### src/rtl/md5_pkg.sv
`default_nettype none
package md5_pkg;

    localparam logic [31:0] H0 = 32'h67452301;
    localparam logic [31:0] H1 = 32'hefcdab89;
    localparam logic [31:0] H2 = 32'h98badcfe;
    localparam logic [31:0] H3 = 32'h10325476;

    typedef struct packed {
        logic       load_byte;
        logic [7:0] load_value;
        logic [5:0] load_pos;
        logic       start_round;
        logic       do_round;
        logic [5:0] round_idx;
        logic       finish_block;
        logic       clear_all;
    } t_cmd;

    function automatic logic [31:0] round_const(input logic [5:0] r);
        logic [31:0] k;
        case (r)
            6'd0: k = 32'hd76aa478;  6'd1: k = 32'he8c7b756;
            6'd2: k = 32'h242070db;  6'd3: k = 32'hc1bdceee;
            6'd4: k = 32'hf57c0faf;  6'd5: k = 32'h4787c62a;
            6'd6: k = 32'ha8304613;  6'd7: k = 32'hfd469501;
            6'd8: k = 32'h698098d8;  6'd9: k = 32'h8b44f7af;
            6'd10: k = 32'hffff5bb1; 6'd11: k = 32'h895cd7be;
            6'd12: k = 32'h6b901122; 6'd13: k = 32'hfd987193;
            6'd14: k = 32'ha679438e; 6'd15: k = 32'h49b40821;
            6'd16: k = 32'hf61e2562; 6'd17: k = 32'hc040b340;
            6'd18: k = 32'h265e5a51; 6'd19: k = 32'he9b6c7aa;
            6'd20: k = 32'hd62f105d; 6'd21: k = 32'h02441453;
            6'd22: k = 32'hd8a1e681; 6'd23: k = 32'he7d3fbc8;
            6'd24: k = 32'h21e1cde6; 6'd25: k = 32'hc33707d6;
            6'd26: k = 32'hf4d50d87; 6'd27: k = 32'h455a14ed;
            6'd28: k = 32'ha9e3e905; 6'd29: k = 32'hfcefa3f8;
            6'd30: k = 32'h676f02d9; 6'd31: k = 32'h8d2a4c8a;
            6'd32: k = 32'hfffa3942; 6'd33: k = 32'h8771f681;
            6'd34: k = 32'h6d9d6122; 6'd35: k = 32'hfde5380c;
            6'd36: k = 32'ha4beea44; 6'd37: k = 32'h4bdecfa9;
            6'd38: k = 32'hf6bb4b60; 6'd39: k = 32'hbebfbc70;
            6'd40: k = 32'h289b7ec6; 6'd41: k = 32'heaa127fa;
            6'd42: k = 32'hd4ef3085; 6'd43: k = 32'h04881d05;
            6'd44: k = 32'hd9d4d039; 6'd45: k = 32'he6db99e5;
            6'd46: k = 32'h1fa27cf8; 6'd47: k = 32'hc4ac5665;
            6'd48: k = 32'hf4292244; 6'd49: k = 32'h432aff97;
            6'd50: k = 32'hab9423a7; 6'd51: k = 32'hfc93a039;
            6'd52: k = 32'h655b59c3; 6'd53: k = 32'h8f0ccc92;
            6'd54: k = 32'hffeff47d; 6'd55: k = 32'h85845dd1;
            6'd56: k = 32'h6fa87e4f; 6'd57: k = 32'hfe2ce6e0;
            6'd58: k = 32'ha3014314; 6'd59: k = 32'h4e0811a1;
            6'd60: k = 32'hf7537e82; 6'd61: k = 32'hbd3af235;
            6'd62: k = 32'h2ad7d2bb; default: k = 32'heb86d391;
        endcase
        return k;
    endfunction

    function automatic logic [4:0] round_shift(input logic [3:0] s);
        logic [4:0] v;
        case (s)
            4'd0: v = 5'd7;   4'd1: v = 5'd12;  4'd2: v = 5'd17;  4'd3: v = 5'd22;
            4'd4: v = 5'd5;   4'd5: v = 5'd9;   4'd6: v = 5'd14;  4'd7: v = 5'd20;
            4'd8: v = 5'd4;   4'd9: v = 5'd11;  4'd10: v = 5'd16; 4'd11: v = 5'd23;
            4'd12: v = 5'd6;  4'd13: v = 5'd10; 4'd14: v = 5'd15; default: v = 5'd21;
        endcase
        return v;
    endfunction

endpackage
`default_nettype wire

### src/rtl/md5_stream_hasher_top.sv
`default_nettype none
// MD5 stream engine: each input item carries an optional message byte and an end flag.
// Byte items are loaded one at a time; the 64th byte of a block starts the compression, one round
// per cycle, and no new item is taken until it ends. An end flag pads byte by byte (up to
// the end of the block, plus a second block when the length does not fit) and compresses,
// then four digest words go out, word 0 first.
module md5_stream_hasher_top (
    input  wire logic        i_clk,
    input  wire logic        i_rst_n,
    input  wire logic        s_axis_tvalid,
    output logic             s_axis_tready,
    input  wire logic [7:0]  s_axis_tdata,  // data_byte
    input  wire logic        s_axis_tlast,  // end_of_message
    input  wire logic        s_axis_tuser,  // has_byte
    output logic             m_axis_tvalid,
    input  wire logic        m_axis_tready,
    output logic [31:0]      m_axis_tdata,  // digest_word
    output logic             m_axis_tlast,  // last_word
    output logic [1:0]       m_axis_tuser   // word_index
);

    md5_pkg::t_cmd cmd;
    logic [1:0]    word_sel;

    md5_control u_ctrl (
        .i_clk       (i_clk),
        .i_rst_n     (i_rst_n),
        .i_in_valid  (s_axis_tvalid),
        .i_has_byte  (s_axis_tuser),
        .i_data_byte (s_axis_tdata),
        .i_end       (s_axis_tlast),
        .i_out_ready (m_axis_tready),
        .o_in_ready  (s_axis_tready),
        .o_out_valid (m_axis_tvalid),
        .o_word_sel  (word_sel),
        .o_cmd       (cmd)
    );

    md5_datapath u_dp (
        .i_clk        (i_clk),
        .i_rst_n      (i_rst_n),
        .i_cmd        (cmd),
        .i_word_sel   (word_sel),
        .o_chain_word (m_axis_tdata)
    );

    assign m_axis_tuser = word_sel;
    assign m_axis_tlast = (word_sel == 2'd3);

endmodule
`default_nettype wire

### src/rtl/md5_datapath.sv
`default_nettype none
module md5_datapath (
    input  wire logic          i_clk,
    input  wire logic          i_rst_n,
    input  wire md5_pkg::t_cmd i_cmd,
    input  wire logic [1:0]    i_word_sel,
    output logic [31:0]        o_chain_word
);

    logic [31:0] r_block [16];
    logic [31:0] r_chain [4];
    logic [31:0] r_a, r_b, r_c, r_d;

    logic [1:0]  grp;
    logic [31:0] f;
    logic [3:0]  g;
    logic [5:0]  r5, r3, r7;
    logic [31:0] sum;
    logic [4:0]  sh;
    logic [31:0] rot;
    logic [3:0]  ww;
    logic [4:0]  bsh;

    assign grp = i_cmd.round_idx[5:4];
    assign r5  = 6'((i_cmd.round_idx << 2) + i_cmd.round_idx + 6'd1);
    assign r3  = 6'((i_cmd.round_idx << 1) + i_cmd.round_idx + 6'd5);
    assign r7  = 6'((i_cmd.round_idx << 3) - i_cmd.round_idx);

    always_comb begin
        case (grp)
            2'd0: begin
                f = (r_b & r_c) | (~r_b & r_d);
                g = i_cmd.round_idx[3:0];
            end
            2'd1: begin
                f = (r_b & r_d) | (r_c & ~r_d);
                g = r5[3:0];
            end
            2'd2: begin
                f = r_b ^ r_c ^ r_d;
                g = r3[3:0];
            end
            default: begin
                f = r_c ^ (r_b | ~r_d);
                g = r7[3:0];
            end
        endcase
    end

    assign sum = r_a + f + r_block[g] + md5_pkg::round_const(i_cmd.round_idx);
    assign sh  = md5_pkg::round_shift({grp, i_cmd.round_idx[1:0]});
    assign rot = (sum << sh) | (sum >> (6'd32 - {1'b0, sh}));
    assign ww  = i_cmd.load_pos[5:2];
    assign bsh = {i_cmd.load_pos[1:0], 3'b000};

    always_ff @(posedge i_clk) begin
        if (i_cmd.load_byte) begin
            if (i_cmd.load_pos[1:0] == 2'd0) begin
                r_block[ww] <= {24'd0, i_cmd.load_value};
            end else begin
                r_block[ww] <= (r_block[ww] & ~(32'hFF << bsh))
                             | ({24'd0, i_cmd.load_value} << bsh);
            end
        end
    end

    always_ff @(posedge i_clk) begin
        if (!i_rst_n || i_cmd.clear_all) begin
            r_chain[0] <= md5_pkg::H0;
            r_chain[1] <= md5_pkg::H1;
            r_chain[2] <= md5_pkg::H2;
            r_chain[3] <= md5_pkg::H3;
        end else if (i_cmd.finish_block) begin
            r_chain[0] <= r_chain[0] + r_a;
            r_chain[1] <= r_chain[1] + r_b;
            r_chain[2] <= r_chain[2] + r_c;
            r_chain[3] <= r_chain[3] + r_d;
        end
        if (i_cmd.start_round) begin
            r_a <= r_chain[0];
            r_b <= r_chain[1];
            r_c <= r_chain[2];
            r_d <= r_chain[3];
        end else if (i_cmd.do_round) begin
            r_a <= r_d;
            r_d <= r_c;
            r_c <= r_b;
            r_b <= rot + r_b;
        end
    end

    assign o_chain_word = r_chain[i_word_sel];

endmodule
`default_nettype wire

### src/rtl/md5_control.sv
`default_nettype none
module md5_control (
    input  wire logic          i_clk,
    input  wire logic          i_rst_n,
    input  wire logic          i_in_valid,
    input  wire logic          i_has_byte,
    input  wire logic [7:0]    i_data_byte,
    input  wire logic          i_end,
    input  wire logic          i_out_ready,
    output logic               o_in_ready,
    output logic               o_out_valid,
    output logic [1:0]         o_word_sel,
    output md5_pkg::t_cmd      o_cmd
);

    localparam logic [2:0] S_IDLE  = 3'd0;
    localparam logic [2:0] S_START = 3'd1;
    localparam logic [2:0] S_ROUND = 3'd2;
    localparam logic [2:0] S_FIN   = 3'd3;
    localparam logic [2:0] S_PAD   = 3'd4;
    localparam logic [2:0] S_OUT   = 3'd5;

    logic [2:0]  r_state, n_state;
    logic [63:0] r_len, n_len;
    logic [63:0] r_flen, n_flen;
    logic [5:0]  r_pos, n_pos;
    logic [5:0]  r_rnd, n_rnd;
    logic        r_pad, n_pad;
    logic        r_eom, n_eom;
    logic        r_second, n_second;
    logic [1:0]  r_word, n_word;
    logic [5:0]  bpos;
    logic        flen_late;
    logic [7:0]  pad_byte;
    logic [63:0] len_sh;

    assign bpos      = r_len[8:3];
    assign flen_late = (r_flen[8:3] >= 6'd56);
    assign len_sh    = r_flen >> {r_pos[2:0], 3'b000};

    always_comb begin
        if (!r_second && r_pos == r_flen[8:3]) begin
            pad_byte = 8'h80;
        end else if (r_pos >= 6'd56 && (r_second || !flen_late)) begin
            pad_byte = len_sh[7:0];
        end else begin
            pad_byte = 8'h00;
        end
    end

    always_comb begin
        n_state  = r_state;
        n_len    = r_len;
        n_flen   = r_flen;
        n_pos    = r_pos;
        n_rnd    = r_rnd;
        n_pad    = r_pad;
        n_eom    = r_eom;
        n_second = r_second;
        n_word   = r_word;
        o_cmd    = '0;
        o_cmd.round_idx = r_rnd;
        o_in_ready  = 1'b0;
        o_out_valid = 1'b0;
        case (r_state)
            S_IDLE: begin
                o_in_ready = 1'b1;
                if (i_in_valid) begin
                    n_eom = i_end;
                    if (i_has_byte) begin
                        o_cmd.load_byte  = 1'b1;
                        o_cmd.load_value = i_data_byte;
                        o_cmd.load_pos   = bpos;
                        n_len = r_len + 64'd8;
                    end
                    if (i_has_byte && bpos == 6'd63) begin
                        n_state = S_START;
                        n_pad   = 1'b0;
                    end else if (i_end) begin
                        n_flen  = i_has_byte ? r_len + 64'd8 : r_len;
                        n_pos   = i_has_byte ? bpos + 6'd1 : bpos;
                        n_state = S_PAD;
                    end
                end
            end
            S_PAD: begin
                o_cmd.load_byte  = 1'b1;
                o_cmd.load_value = pad_byte;
                o_cmd.load_pos   = r_pos;
                n_pos = r_pos + 6'd1;
                if (r_pos == 6'd63) begin
                    n_pad   = 1'b1;
                    n_state = S_START;
                end
            end
            S_START: begin
                o_cmd.start_round = 1'b1;
                n_rnd   = 6'd0;
                n_state = S_ROUND;
            end
            S_ROUND: begin
                o_cmd.do_round = 1'b1;
                n_rnd = r_rnd + 6'd1;
                if (r_rnd == 6'd63) begin
                    n_state = S_FIN;
                end
            end
            S_FIN: begin
                o_cmd.finish_block = 1'b1;
                if (r_pad) begin
                    if (!r_second && flen_late) begin
                        n_second = 1'b1;
                        n_state  = S_PAD;
                    end else begin
                        n_second = 1'b0;
                        n_state  = S_OUT;
                    end
                end else if (r_eom) begin
                    n_flen  = r_len;
                    n_pos   = 6'd0;
                    n_state = S_PAD;
                end else begin
                    n_state = S_IDLE;
                end
            end
            S_OUT: begin
                o_out_valid = 1'b1;
                if (i_out_ready) begin
                    n_word = r_word + 2'd1;
                    if (r_word == 2'd3) begin
                        o_cmd.clear_all = 1'b1;
                        n_len   = '0;
                        n_state = S_IDLE;
                    end
                end
            end
            default: n_state = S_IDLE;
        endcase
    end

    always_ff @(posedge i_clk) begin
        if (!i_rst_n) begin
            r_state  <= S_IDLE;
            r_len    <= '0;
            r_flen   <= '0;
            r_pos    <= '0;
            r_rnd    <= '0;
            r_pad    <= 1'b0;
            r_eom    <= 1'b0;
            r_second <= 1'b0;
            r_word   <= '0;
        end else begin
            r_state  <= n_state;
            r_len    <= n_len;
            r_flen   <= n_flen;
            r_pos    <= n_pos;
            r_rnd    <= n_rnd;
            r_pad    <= n_pad;
            r_eom    <= n_eom;
            r_second <= n_second;
            r_word   <= n_word;
        end
    end

    assign o_word_sel = r_word;

    a_ready_idle: assert property (@(posedge i_clk) disable iff (!i_rst_n)
        o_in_ready |-> (r_state == S_IDLE))
        else $error("input taken outside idle");
    a_out_words: assert property (@(posedge i_clk) disable iff (!i_rst_n)
        (o_out_valid && i_out_ready && r_word != 2'd3) |=> o_out_valid)
        else $error("digest words interrupted");
    a_round_run: assert property (@(posedge i_clk) disable iff (!i_rst_n)
        (r_state == S_START) |=> (r_state == S_ROUND && r_rnd == 6'd0))
        else $error("round counter not started");

endmodule
`default_nettype wire
### config.mk
export PLATFORM = sky130hd
export DESIGN_NAME = md5_stream_hasher_top
export DESIGN_NICKNAME = d
export VERILOG_FILES = /design/src/rtl/md5_pkg.sv /design/src/rtl/md5_stream_hasher_top.sv /design/src/rtl/md5_datapath.sv /design/src/rtl/md5_control.sv
export SDC_FILE = /design/constraint.sdc
export NUM_CORES = 2
export LEC_CHECK = 0
export ABC_AREA = 0
export BUFFER_PORTS_ARGS = -buffer_cell sky130_fd_sc_hd__buf_2
export CORE_MARGIN = 5
export CORE_UTILIZATION = 44
export DETAILED_ROUTE_END_ITERATION = 10
export PLACE_DENSITY = 0.55
export SYNTH_ARGS = -nofsm -noshare
export SYNTH_HDL_FRONTEND = slang
export SYNTH_SLANG_ARGS = --single-unit
### constraint.sdc
create_clock -name i_clk -period 14.9 [get_ports i_clk]
set_input_delay 1.49 -clock i_clk [delete_from_list [all_inputs] [get_ports i_clk]]
set_output_delay 1.49 -clock i_clk [all_outputs]
set_load 0.01 [all_outputs]
==> metrics.txt <==
Clk pin slew, worst setup/hold paths=0.06 ns; Main synth FF type=edfxtp_1; CTS resizes=0; worst-case clock buffer depth=3; cts bufs inserted=111; first-pass GRT wire length=311000 microns; endpoints failing setup=0; # DRC=0; syn nets=6318; Net count, final=6215; dpl cell area=0.0637 sq mm; min cycle time layout=12.26 ns; Yosys reg bits=949; H-tree levels=3; class of the worst hold path=register to register; largest net degree at the start of global routing=97; Final Cell Area=0.0675 sq mm; Max-Slew Margin vs Limit=7.42%; outcome=complete, no violations; Clock Sinks=949; Vias=50100; Initial Util=44.1%; # port buffers=50; Crit path top cell by count=fa_1; Setup Buffers After CTS=0; clk_lat worst skew=0.78 ns; Power Density=171 mW/mm^2; GRT overflow=0; Pleak=23.8 nW; Min Hold Slack=0.481 ns; Clock Skew=0.0877 ns; io pins=51; vias per inst=6.34; Worst path top cell family by delay=compound AO/OA/AOI/OAI gates; unrepaired setup endpoints after global routing=false; Synth Instances=6020; Critical-path top delay cell=buf_4; Root Buffer=clkbuf_16; area grow syn2layout=10.1%; most common cell after layout, fill and taps aside=edfxtp_1; number of synthesized flops with an enable pin=768; sequential fraction of the synthesis area=43.5%; Startpoint Class=register; crit path from=u_ctrl.r_rnd[0]; Crit Path Class=register to register; core area=0.139 sq mm; CP arrival=12.86 ns; MaxCap Viol Count=0; Power Total=11.6 mW; Layout Cells excl Fill=7899; Slew Limit Fails=0; Worst Setup End Kind=register; Die Width=383 microns; drt pass-1 iters=6; post-route setup TNS=0 ns; max incr delay on CP=0.82 ns; WL final=210000 microns; setup ws final=2.64 ns; DP Cell Count=7680; number of global-route vias before repair=47900; Post-synth ARST share=0%; initial antenna violation count=5; die height=383 microns; wire per inst=26.6 microns; Netlist cell types=105; Least-Margin Pin Slew=1.38 ns; Ys Warns=0; maximum fanout along the worst path=53; Post-Syn Area per Cell=10.2 sq um; Post-DRT Antenna Nets=0; Total GRT Usage=27.7%; final cycle utilization of the critical path=82.3%; Placer Congestion=0.946; Max VDD drop=0.121 mV; pre-CTS setup slack=2.63 ns; Mapped Area=0.0613 sq mm; Die Area=0.147 sq mm; row count=137; Post-Route Utilization=48.6%; commonest cells after routing, fill and taps aside=768 x edfxtp_1, 491 x nor2_1, 480 x nand2_1; CP required=15.50 ns; TritonCTS clock tree=built; RR Startpoint=u_ctrl.r_rnd[0]; fmax=0.0816 GHz; Hold-fix buffers, CTS=0; layout cells sized above 1=12.7%; dpl hpwl=138000 microns; drt initial violations=5003; Buffers & Inverters on Critical Path=4; hold_sp=u_ctrl.r_eom; Fin. Hold Viols=0
## area by class of cell
cell class	count	area (sq um)
Tap cell	1876	2350
Clock inverter	72	828
Multi-Input combinational cell	4409	32400
Antenna cell	10	25.0
Inverter	263	990
Clock buffer	137	2920
Fill cell	12800	71500
Sequential cell	949	26700
Timing Repair Buffer	183	1270
## worst register-to-register path, delay by kind of cell, from the launching register on
kind / cells / cell delay (ns)
AOI/OAI and AO/OA: 19 / 5.78
buffers and inverters: 4 / 1.06
xor gates and xnor gates: 1 / 0.30
adders and majority gates: 6 / 2.62
DFF: 1 / 0.59
and+or+nand+nor: 8 / 1.79
## synthesized netlist by cell type, drive strengths merged, types with 69 or more instances
cell / n / area share [%]
nand2: 488 / 3.0
o21ai: 480 / 3.9
dfxtp: 181 / 5.9
mux4: 187 / 6.9
buf: 74 / 0.48
xnor2: 116 / 1.7
a31oi: 108 / 1.1
nor2: 507 / 3.1
a21oi: 411 / 3.4
o22ai: 273 / 2.8
inv: 261 / 1.6
clkbuf: 325 / 2.0
mux2i: 88 / 1.4
a21o: 69 / 0.84
mux2: 97 / 1.8
nor3: 91 / 0.79
ha: 216 / 4.4
nand3: 129 / 1.1
a211oi: 147 / 1.8
xor2: 143 / 2.0
edfxtp: 768 / 38
## registers in the layout, summed over array words and instances, names as in the netlist, named ones only
| signal | cells |
|---|---|
| u_dp.r_chain | 128 |
| u_ctrl.r_second | 1 |
| u_dp.r_block | 512 |
| u_dp.r_a | 32 |
| u_dp.r_b | 32 |
| u_ctrl.r_rnd | 6 |
| u_ctrl.r_flen | 61 |
| u_ctrl.r_eom | 1 |
| u_ctrl.r_len | 61 |
| u_dp.r_c | 32 |
| u_dp.r_d | 32 |
| u_ctrl.o_word_sel | 2 |
| u_ctrl.r_state | 3 |
| u_ctrl.r_pad | 1 |
| u_ctrl.r_pos | 6 |
| u_dp.sh | 5 |
## routing by layer
layer	up-vias	wire [microns]	share of wire, %	track usage (%)
li1	22800	-	-	-
met1	24900	88300	42	37.0
met2	1958	99400	47	45.5
met3	426	13100	6.3	4.03
met4	0	9340	4.4	11.5
met5	-	0	0	0
## worst paths after layout
path / endpoint / slack (ns) / cells past startpoint
max: u_dp.r_b[31] / 2.64 / 38
min: u_ctrl.r_eom / 0.48 / 2
max reg2reg: u_dp.r_b[31] / 2.64 / 38
min reg2reg: u_ctrl.r_eom / 0.48 / 2
## power breakdown
part           internal (mW)  switching (mW)  leakage, nW
logic                   2.25            3.28         13.3
registers               3.11           0.108         8.59
clock network           1.64            1.18         1.83
total                   7.00            4.56         23.8
## cells by family (layout without fill, tap and decap cells)
logic type,count (synthesis),after routing,share of synthesized area [%]
AO/OA/AOI/OAI,1916,1916,20.0
AND/OR/NAND/NOR,1548,1548,11.5
flip-flops,949,949,43.5
multiplexers,372,372,10.1
buffers and inverters,662,655,4.08
adder cells (fa/ha/maj),314,314,7.12
other,0,10,0
XOR/XNOR,259,259,3.70
(Power assumes the default switching activity.)
